**src/hdl/plw_pkg.sv**
```systemverilog
package plw_pkg;

  // Sizes of the neighbour store.
  localparam int MAX_NBR = 64;
  localparam int NBR_AW  = $clog2(MAX_NBR);
  localparam int CNT_W   = NBR_AW + 1;

  // Field widths.
  localparam int IDX_W   = 26;
  localparam int COORD_W = 32;
  localparam int WGT_W   = 32;
  localparam int FRAC_W  = 28;

  // Internal fixed-point widths.
  localparam int OFS_W   = COORD_W + 1;      // offset, Q2.30
  localparam int PROD_W  = 2 * OFS_W;        // offset product
  localparam int MOM_SH  = 8;                // moment scale shift
  localparam int MOM_W   = 64;
  localparam int OSUM_W  = 40;
  localparam int SC_W    = 29;               // scaled solve operands
  localparam int ADJ_W   = 58;
  localparam int VEC_W   = 88;
  localparam int BIG_W   = 96;
  localparam int ACC_W   = 128;
  localparam int CHUNK_W = 32;
  localparam int PP_W    = CHUNK_W + SC_W;
  localparam int H_W     = 6;
  localparam int H_INIT  = 4;
  localparam int OP_W    = 5;

  localparam int DIV_STEPS = ACC_W + FRAC_W;

  // Command codes.
  localparam logic CMD_TARGET    = 1'b0;
  localparam logic CMD_NEIGHBOUR = 1'b1;

  // Sequencer program indexes.
  localparam logic [OP_W-1:0] OP_SOLVE_LAST = 5'd23;
  localparam logic [OP_W-1:0] OP_NUM_FIRST  = 5'd24;

  typedef enum logic [1:0] {BIG_IP, BIG_ADJ, BIG_VEC} big_src_t;
  typedef enum logic [1:0] {SML_IP, SML_RP, SML_DA} sml_src_t;
  typedef enum logic [1:0] {DST_ADJ, DST_DELTA, DST_VEC, DST_NUM} dst_t;

  typedef struct packed {
    big_src_t   big;
    logic [2:0] big_k;
    sml_src_t   sml;
    logic [2:0] sml_k;
    logic       sub;
    logic       first;
    logic       last;
    dst_t       dst;
    logic [2:0] dst_k;
  } op_t;

  typedef struct packed {
    logic [OFS_W-1:0] dz;
    logic [OFS_W-1:0] dy;
    logic [OFS_W-1:0] dx;
    logic [IDX_W-1:0] col;
  } nbr_row_t;

  function automatic op_t mk_op(big_src_t b, logic [2:0] bk, sml_src_t s, logic [2:0] sk,
                                logic sub, logic first, logic last, dst_t d,
                                logic [2:0] dk);
    op_t o;
    o.big   = b;
    o.big_k = bk;
    o.sml   = s;
    o.sml_k = sk;
    o.sub   = sub;
    o.first = first;
    o.last  = last;
    o.dst   = d;
    o.dst_k = dk;
    return o;
  endfunction

  // Multiply-accumulate program: adjugate, determinant, adj*R, then the
  // per-neighbour numerator delta - d'.(adj*R).
  function automatic op_t op_decode(logic [OP_W-1:0] idx);
    op_t o;
    unique case (idx)
      5'd0:  o = mk_op(BIG_IP,  3'd3, SML_IP, 3'd5, 1'b0, 1'b1, 1'b0, DST_ADJ,   3'd0);
      5'd1:  o = mk_op(BIG_IP,  3'd4, SML_IP, 3'd4, 1'b1, 1'b0, 1'b1, DST_ADJ,   3'd0);
      5'd2:  o = mk_op(BIG_IP,  3'd2, SML_IP, 3'd4, 1'b0, 1'b1, 1'b0, DST_ADJ,   3'd1);
      5'd3:  o = mk_op(BIG_IP,  3'd1, SML_IP, 3'd5, 1'b1, 1'b0, 1'b1, DST_ADJ,   3'd1);
      5'd4:  o = mk_op(BIG_IP,  3'd1, SML_IP, 3'd4, 1'b0, 1'b1, 1'b0, DST_ADJ,   3'd2);
      5'd5:  o = mk_op(BIG_IP,  3'd2, SML_IP, 3'd3, 1'b1, 1'b0, 1'b1, DST_ADJ,   3'd2);
      5'd6:  o = mk_op(BIG_IP,  3'd0, SML_IP, 3'd5, 1'b0, 1'b1, 1'b0, DST_ADJ,   3'd3);
      5'd7:  o = mk_op(BIG_IP,  3'd2, SML_IP, 3'd2, 1'b1, 1'b0, 1'b1, DST_ADJ,   3'd3);
      5'd8:  o = mk_op(BIG_IP,  3'd1, SML_IP, 3'd2, 1'b0, 1'b1, 1'b0, DST_ADJ,   3'd4);
      5'd9:  o = mk_op(BIG_IP,  3'd0, SML_IP, 3'd4, 1'b1, 1'b0, 1'b1, DST_ADJ,   3'd4);
      5'd10: o = mk_op(BIG_IP,  3'd0, SML_IP, 3'd3, 1'b0, 1'b1, 1'b0, DST_ADJ,   3'd5);
      5'd11: o = mk_op(BIG_IP,  3'd1, SML_IP, 3'd1, 1'b1, 1'b0, 1'b1, DST_ADJ,   3'd5);
      5'd12: o = mk_op(BIG_ADJ, 3'd0, SML_IP, 3'd0, 1'b0, 1'b1, 1'b0, DST_DELTA, 3'd0);
      5'd13: o = mk_op(BIG_ADJ, 3'd1, SML_IP, 3'd1, 1'b0, 1'b0, 1'b0, DST_DELTA, 3'd0);
      5'd14: o = mk_op(BIG_ADJ, 3'd2, SML_IP, 3'd2, 1'b0, 1'b0, 1'b1, DST_DELTA, 3'd0);
      5'd15: o = mk_op(BIG_ADJ, 3'd0, SML_RP, 3'd0, 1'b0, 1'b1, 1'b0, DST_VEC,   3'd0);
      5'd16: o = mk_op(BIG_ADJ, 3'd1, SML_RP, 3'd1, 1'b0, 1'b0, 1'b0, DST_VEC,   3'd0);
      5'd17: o = mk_op(BIG_ADJ, 3'd2, SML_RP, 3'd2, 1'b0, 1'b0, 1'b1, DST_VEC,   3'd0);
      5'd18: o = mk_op(BIG_ADJ, 3'd1, SML_RP, 3'd0, 1'b0, 1'b1, 1'b0, DST_VEC,   3'd1);
      5'd19: o = mk_op(BIG_ADJ, 3'd3, SML_RP, 3'd1, 1'b0, 1'b0, 1'b0, DST_VEC,   3'd1);
      5'd20: o = mk_op(BIG_ADJ, 3'd4, SML_RP, 3'd2, 1'b0, 1'b0, 1'b1, DST_VEC,   3'd1);
      5'd21: o = mk_op(BIG_ADJ, 3'd2, SML_RP, 3'd0, 1'b0, 1'b1, 1'b0, DST_VEC,   3'd2);
      5'd22: o = mk_op(BIG_ADJ, 3'd4, SML_RP, 3'd1, 1'b0, 1'b0, 1'b0, DST_VEC,   3'd2);
      5'd23: o = mk_op(BIG_ADJ, 3'd5, SML_RP, 3'd2, 1'b0, 1'b0, 1'b1, DST_VEC,   3'd2);
      5'd24: o = mk_op(BIG_VEC, 3'd0, SML_DA, 3'd0, 1'b1, 1'b1, 1'b0, DST_NUM,   3'd0);
      5'd25: o = mk_op(BIG_VEC, 3'd1, SML_DA, 3'd1, 1'b1, 1'b0, 1'b0, DST_NUM,   3'd0);
      5'd26: o = mk_op(BIG_VEC, 3'd2, SML_DA, 3'd2, 1'b1, 1'b0, 1'b1, DST_NUM,   3'd0);
      default: o = mk_op(BIG_IP, 3'd0, SML_IP, 3'd0, 1'b0, 1'b1, 1'b1, DST_DELTA, 3'd0);
    endcase
    return o;
  endfunction

endpackage

```
**src/hdl/plw_div.sv**
```systemverilog
module plw_div (
  input  logic                             clk,
  input  logic                             rst_n,
  input  logic                             start,
  input  logic signed [plw_pkg::ACC_W-1:0] num,
  input  logic signed [plw_pkg::ACC_W-1:0] den,
  output logic                             done,
  output logic signed [plw_pkg::WGT_W-1:0] quo
);
  import plw_pkg::*;

  // Quotient bits kept before the result is known to saturate.
  localparam int Q_W   = WGT_W + 3;
  localparam int STP_W = $clog2(DIV_STEPS);
  localparam logic [STP_W-1:0] STEP_LAST = STP_W'(DIV_STEPS - 1);
  localparam logic [Q_W-1:0]   POS_MAX   = Q_W'((64'd1 << (WGT_W - 1)) - 64'd1);

  logic             run_r, fin_r, done_r;
  logic             neg_r, sat_r;
  logic [ACC_W-1:0] n_r, d_r, r_r;
  logic [Q_W-1:0]   q_r;
  logic [STP_W-1:0] cnt_r;
  logic signed [WGT_W-1:0] quo_r;

  logic [ACC_W:0]   rs, diff;
  logic             ge, rnd;
  logic [Q_W-1:0]   qf;

  // One restoring step per cycle; numerator bits enter most significant first.
  assign rs   = {r_r, n_r[ACC_W-1]};
  assign diff = rs - {1'b0, d_r};
  assign ge   = (rs >= {1'b0, d_r});
  assign rnd  = ({r_r, 1'b0} >= {1'b0, d_r}) && !sat_r;
  assign qf   = q_r + Q_W'(rnd);

  always_ff @(posedge clk) begin
    if (!rst_n) begin
      run_r  <= 1'b0;
      fin_r  <= 1'b0;
      done_r <= 1'b0;
    end else begin
      done_r <= 1'b0;
      if (start) begin
        neg_r <= num[ACC_W-1] ^ den[ACC_W-1];
        n_r   <= num[ACC_W-1] ? -num : num;
        d_r   <= den[ACC_W-1] ? -den : den;
        r_r   <= '0;
        q_r   <= '0;
        sat_r <= 1'b0;
        cnt_r <= '0;
        run_r <= 1'b1;
      end else if (run_r) begin
        r_r <= ge ? diff[ACC_W-1:0] : rs[ACC_W-1:0];
        n_r <= n_r << 1;
        if (!sat_r) begin
          q_r   <= {q_r[Q_W-2:0], ge};
          sat_r <= q_r[Q_W-2];
        end
        cnt_r <= cnt_r + 1'b1;
        if (cnt_r == STEP_LAST) begin
          run_r <= 1'b0;
          fin_r <= 1'b1;
        end
      end else if (fin_r) begin
        fin_r  <= 1'b0;
        done_r <= 1'b1;
        if (neg_r) begin
          if (sat_r || qf > POS_MAX) quo_r <= {1'b1, {(WGT_W-1){1'b0}}};
          else                       quo_r <= -$signed(qf[WGT_W-1:0]);
        end else begin
          if (sat_r || qf > POS_MAX) quo_r <= {1'b0, {(WGT_W-1){1'b1}}};
          else                       quo_r <= $signed(qf[WGT_W-1:0]);
        end
      end
    end
  end

  assign done = done_r;
  assign quo  = quo_r;

`ifndef ASSERT_OFF
  a_no_restart: assert property (@(posedge clk) disable iff (!rst_n)
    start |-> !run_r && !fin_r) else $error("divider restarted while busy");
  a_phase_excl: assert property (@(posedge clk) disable iff (!rst_n)
    !(run_r && fin_r)) else $error("divider run and finish overlap");
  a_done_follows: assert property (@(posedge clk) disable iff (!rst_n)
    done |-> $past(fin_r)) else $error("divider done without finish step");
`endif

endmodule

```
**config.mk**
```make
export PLATFORM = sky130hd
export DESIGN_NAME = plw_div
export DESIGN_NICKNAME = d
export VERILOG_FILES = /design/src/hdl/plw_pkg.sv /design/src/hdl/plw_div.sv
export SDC_FILE = /design/constraint.sdc
export NUM_CORES = 1
export LEC_CHECK = 0
export BUFFER_PORTS_ARGS = -buffer_cell sky130_fd_sc_hd__buf_2
export CAP_MARGIN = 20
export CORE_MARGIN = 3
export CORE_UTILIZATION = 54
export CTS_BUF_LIST = sky130_fd_sc_hd__clkbuf_4
export DETAILED_ROUTE_END_ITERATION = 6
export PLACE_DENSITY = 0.73
export SYNTH_ARGS = -nofsm -noshare
export SYNTH_HDL_FRONTEND = slang
export SYNTH_SLANG_ARGS = --single-unit
```
**constraint.sdc**
```tcl
create_clock -name clk -period 15.95 [get_ports clk]
set_input_delay 0.7975 -clock clk [delete_from_list [all_inputs] [get_ports clk]]
set_output_delay 0.7975 -clock clk [all_outputs]
set_load 0.01 [all_outputs]
```
# Word-level counts from Yosys, hierarchy flattened

Cells that the tools add are included.

Add/subtract/negate cells: 6
Mux-type cells: 20
Order comparisons: 3
Reductions and logical operators: 10
Bitwise operators: 4
Eq/ne operators: 3

Operators by type and width:

| cell                                                            | number |
|---|---|
| two-way mux 128 bit                                             | 5 |
| >= comparator 129 x 128 -> 1 bit                                | 2 |
| negator 128 bit                                                 | 2 |
| subtractor 128 bit                                              | 1 |
| two-way mux 127 bit                                             | 1 |
| two-way mux 32 bit                                              | 3 |
| two-way mux 35 bit                                              | 2 |
| adder 35 x 1 -> 35 bit                                          | 1 |
| greater-than comparator 35 x 31 -> 1 bit, second input constant | 1 |
| negator 32 bit                                                  | 1 |
| adder 8 x 1 -> 8 bit, second input constant                     | 1 |
| equality test 8 bit, second input constant                      | 1 |
| two-way mux 1 bit                                               | 8 |
| two-way mux 8 bit                                               | 1 |
| AND reduction 2 bit                                             | 3 |
| AND reduction 4 bit                                             | 1 |
| NOT 1 bit                                                       | 3 |
| AND reduction 3 bit                                             | 1 |
| OR reduction 3 bit                                              | 1 |
| inequality test 2 x 1 -> 1 bit, second input constant           | 1 |
| inequality test 2 bit, second input constant                    | 1 |
| nonzero test 2 bit                                              | 1 |
| logical AND 1 bit                                               | 1 |
| zero test 1 bit                                                 | 1 |
| 2 further kinds                                                 | 2 |

Output and inout port bits: 33
Word-level logic and storage cells: 58
Register bits after elaboration: 464
Input bits: 259

# Longest topological paths before layout

Depth in word-level cells: 7
Depth in mapped cells: 29
Mapped depth without buffers: 25

# Worst setup path after synthesis

Ideal clock, no wire load.

Path kind: input to register
From: input port start
To: register cnt_r[0], enable pin
Required time: 15.336 ns
Stages: 4
Setup time: 0.614 ns
Path buffers: 2
Setup slack: 8.639 ns
Arrival time: 6.696 ns
Cells stage by stage: clkbuf_1 > clkbuf_1 > o21ai_0 > inv_1

Word-level cells in the longest chain between the ends: 2

RTL lines:

| item                          | RTL line      | RTL |
|---|---|---|
| start, declared               | plw_div.sv:4  | `input logic start,` |
| nonzero test 2 bit (no line)  | -             |  |
| AND reduction 2 bit (no line) | -             |  |
| end signal, assigned          | plw_div.sv:59 | `cnt_r <= cnt_r + 1'b1;` |
| end, declared                 | plw_div.sv:22 | `logic [STP_W-1:0] cnt_r;` |

Every way passes these cells.
A chain may end at the register's enable or synchronous reset.

# Worst setup path in the final report

From: register r_r[59]
To: register quo_r[31] (netlist: quo[31]) (data pin)

Word-level cells in the longest chain between the ends: 7
Elaborated cells between the ends (all ways): 9
Classes of those cells: add/sub (2); order compare (2); mux (3); reduce/logical (2)

RTL lines:

| item                                     | RTL line                     | RTL |
|---|---|---|
| start, declared                          | plw_div.sv:20                | `logic [ACC_W-1:0] n_r, d_r, r_r;` |
| start signal, assigned                   | plw_div.sv:53                | `r_r <= ge ? diff[ACC_W-1:0] : rs[ACC_W-1:0];` |
| >= comparator 129 x 128 -> 1 bit (*)     | plw_div.sv:33                | `assign rnd = ({r_r, 1'b0} >= {1'b0, d_r}) && !sat_r;` |
| logical AND 1 bit (*)                    | plw_div.sv:33                |  |
| adder 35 x 1 -> 35 bit (*)               | plw_div.sv:34                | `assign qf = q_r + Q_W'(rnd);` |
| greater-than comparator 35 x 31 -> 1 bit | plw_div.sv:68, plw_div.sv:71 |  |
| logical OR 1 bit                         | plw_div.sv:68, plw_div.sv:71 |  |
| two-way mux 32 bit (on tied branches)    | plw_div.sv:71, plw_div.sv:68 |  |
| two-way mux 32 bit (*)                   | plw_div.sv:67                | `if (neg_r) begin` |
| end signal, assigned                     | plw_div.sv:68                | `if (sat_r \|\| qf > POS_MAX) quo_r <= {1'b1, {(WGT_W-1){1'b0}}};` |
| end signal, assigned                     | plw_div.sv:69                | `else quo_r <= -$signed(qf[WGT_W-1:0]);` |
| end signal, assigned                     | plw_div.sv:71                | `if (sat_r \|\| qf > POS_MAX) quo_r <= {1'b0, {(WGT_W-1){1'b1}}};` |
| end, declared                            | plw_div.sv:23                | `logic signed [WGT_W-1:0] quo_r;` |

Mark *: on every way between the ends. The rest lies on a longest branch, timed or not.

==> results.py <==
metrics = {
    "pwr": {
        "p_leak_uw": 0.0146,
        "ir_worst_vdd_mv": 0.0677,
        "p_per_area_mw_per_mm2": 101,
        "power_uw": 3820,
    },
    "critical_path": {
        "path_max_fanout": 46,
        "required_ps": 16650,
        "crit_type": "flip-flop to flip-flop",
        "cp-start-kind": "flip-flop",
        "arrival_ps": 8300,
        "end_kind": "flip-flop",
    },
    "drt": {
        "ant_nets": 0,
        "routed_wl_um": 96700,
        "firstDrtPassIters": 6,
        "wl_per_cell_um": 19.6,
        "via_count": 29700,
        "post-route-drc-count": 0,
        "drt_iter0_drc": 2780,
        "vias_per_cell": 6.00,
    },
    "cells_and_area": {
        "regArea_mm2": 0.0139,
        "most-common-layout-cells": "edfxtp_1, nor2_1, a21oi_1",
        "multiInputGateArea_mm2": 0.0186,
        "nets": 4383,
        "layout-drive-gt1-share_pct": 14.7,
        "final_common_cell": "edfxtp_1",
        "fin_cells": 4944,
        "fin_area_mm2": 0.0378,
        "syn_to_final_growth_pct": 11.4,
        "fillers": 5477,
    },
    "cts": {
        "post_cts_resized": 0,
        "clk-insertion-delay-late_ps": 960,
        "cts_made_buffers": 135,
        "cts_sinks": 464,
        "clockBufferDepth": 3,
        "postCtsHoldBufs": 0,
        "cts_tree": "built",
        "cts_setup_buffers": 0,
        "path_clk_slew_ps": 70,
        "cts_root_buf": "clkbuf_4",
        "cts_max_level": 4,
    },
    "floorplan": {
        "ios": 292,
        "start_util_pct": 54.8,
        "die_y_um": 257,
        "die_area_mm2": 0.0659,
        "die_width_um": 257,
        "core.rowCount": 91,
        "core_mm2": 0.0619,
    },
    "placed_design": {
        "portBuffers": 291,
        "gp_congestion": 0.964,
        "dp_hpwl_um": 71200,
        "dp_cells": 4687,
        "place_area_mm2": 0.0360,
        "post-place-ws_ps": 8490,
    },
    "grt": {
        "grtUsageTotal_pct": 28.4,
        "grt_pass1_vias": 27700,
        "antenna_found_initial": 17,
        "grt_overflow": 0,
        "grt_pass1_wl_um": 150000,
        "grt_max_degree": 169,
    },
    "timing": {
        "fin_skew_ps": 43.9,
        "slew_headroom_pct": 25.6,
        "setup_ws_ps": 8350,
        "hold_viol": 0,
        "rsz0062_at_grt": "no",
        "fmax_ghz": 0.132,
        "slew_violations": 0,
        "setup_viol": 0,
        "min_period_over_period_pct": 47.7,
        "timing.setup.tns_ps": 0,
        "worst_slew_pin_slew_ps": 1120,
        "finalCriticalPeriod_ps": 7600,
    },
    "synth": {
        "synth-edff-count": 461,
        "synth_ff_type": "edfxtp_1",
        "syn_nets": 4121,
        "synth_seq_cells": 464,
        "syn_area_mm2": 0.0339,
        "synth_area_per_cell_um2": 9.10,
        "ys_warn_count": 0,
        "synthArstFlopShare_pct": 0,
        "synthCells": 3726,
        "ys_seq_area_share_pct": 41.0,
        "synth_cell_types": 76,
    },
    "job": {
        "maxCapViolations": 0,
    },
    "worst_hold_path": {
        "hold_path_class": "primary input to flip-flop",
    },
    "outcome": {
        "status": "complete, no violations",
    },
}
[cells by family after synthesis]
logic type,Yosys count,share of synthesized area [%]
AOI/OAI and AO/OA,994,18.1
xor gates and xnor gates,405,10.5
adders and majority gates,136,5.04
buffers and inverters,386,4.29
DFF,464,41.0
muxes,114,3.45
and+or+nand+nor,1227,17.7
[registers in the layout (all words and copies together), names as in the netlist]
signal and cells:
run_r 1, cnt_r 8, done 1, d_r 128
quo 32, n_r 128, r_r 128, fin_r 1
q_r 35, neg_r 1, sat_r 1
[worst max-delay path: stages, from the launching register on]
cell,delay [ps]
edfxtp_1,410
ha_1,470
nand4_1,220
nor3_1,470
nand4_1,210
nor3_1,320
nand3_1,140
o21ai_0,390
nand4_1,150
a21oi_1,320
ha_1,340
ha_1,340
nand2_1,170
nor4_1,470
nand2b_1,300
nor2_1,220
nand2_1,100
xor2_1,380
a211oi_1,100
and4_1,230
nor3_2,640
buf_4,500
nand2_1,140
o31a_1,310
[where the power goes]
group          internal (uW)  switching (uW)
logic                    420             687
clock network            638             550
registers               1480            43.8
total                   2540            1280
[routing by layer]
| layer | vias to the layer above | routed length, um | GRT usage [%] |
|---|---|---|---|
| met1 | 14000 | 43200 | 39.8 |
| met4 | 2 | 3080 | 11.3 |
| met3 | 196 | 7250 | 5.78 |
| li1 | 14300 | - | - |
| met2 | 1157 | 43200 | 43.2 |
| met5 | - | 13 | 0 |
[metrics by stage]
step | util, % | hold WS, ps
finish | 61.0 | 145
global route | 61.0 | 77.0
CTS | 60.9 | 65.7
detailed placement | 58.1 | 461
global placement | 58.1 | 460
floorplan | - | 417
[Yosys cell counts (all sizes together), types with 38 or more instances]
| library cell | instances | area (um^2) |
|---|---|---|
| nor2b | 49 | 307 |
| clkbuf | 178 | 668 |
| inv | 193 | 724 |
| nand2b | 38 | 238 |
| nand3 | 73 | 365 |
| xnor2 | 223 | 1950 |
| edfxtp | 461 | 13800 |
| nand4 | 86 | 538 |
| a21oi | 340 | 1700 |
| a21o | 75 | 563 |
| or4 | 49 | 394 |
| nor2 | 365 | 1370 |
| nor3 | 62 | 310 |
| o31ai | 80 | 606 |
| nor4 | 39 | 244 |
| mux2i | 92 | 921 |
| o21ai | 245 | 1230 |
| or3 | 68 | 425 |
| xor2 | 182 | 1590 |
| ha | 135 | 1690 |
| o41ai | 42 | 387 |
| nand2 | 302 | 1130 |
[path summary, 6_finish.rpt]
kind,from,end,slack (ps),cells past startpoint
hold / removal,den[80],d_r[80]$_DFFE_PP_,150,2
setup / recovery,r_r[59]$_SDFFCE_PP0P_,quo[31]$_DFFE_PP_,8350,23
hold reg to reg,run_r$_SDFF_PN0_,done$_SDFF_PP0_,470,1
setup reg to reg,r_r[59]$_SDFFCE_PP0P_,quo[31]$_DFFE_PP_,8350,23
[layout make-up]
cell class                 instances  share of cell area (%)
timing repair buffer             317                    4.48
sequential                       464                    36.8
tap                              837                    2.77
clock buffer                     193                    3.83
inverter                         194                    1.95
multi-input combinational       2876                    49.2
antenna                           21                   0.139
clock inverter                    42                   0.818
Power figures use the tool's default switching activity.
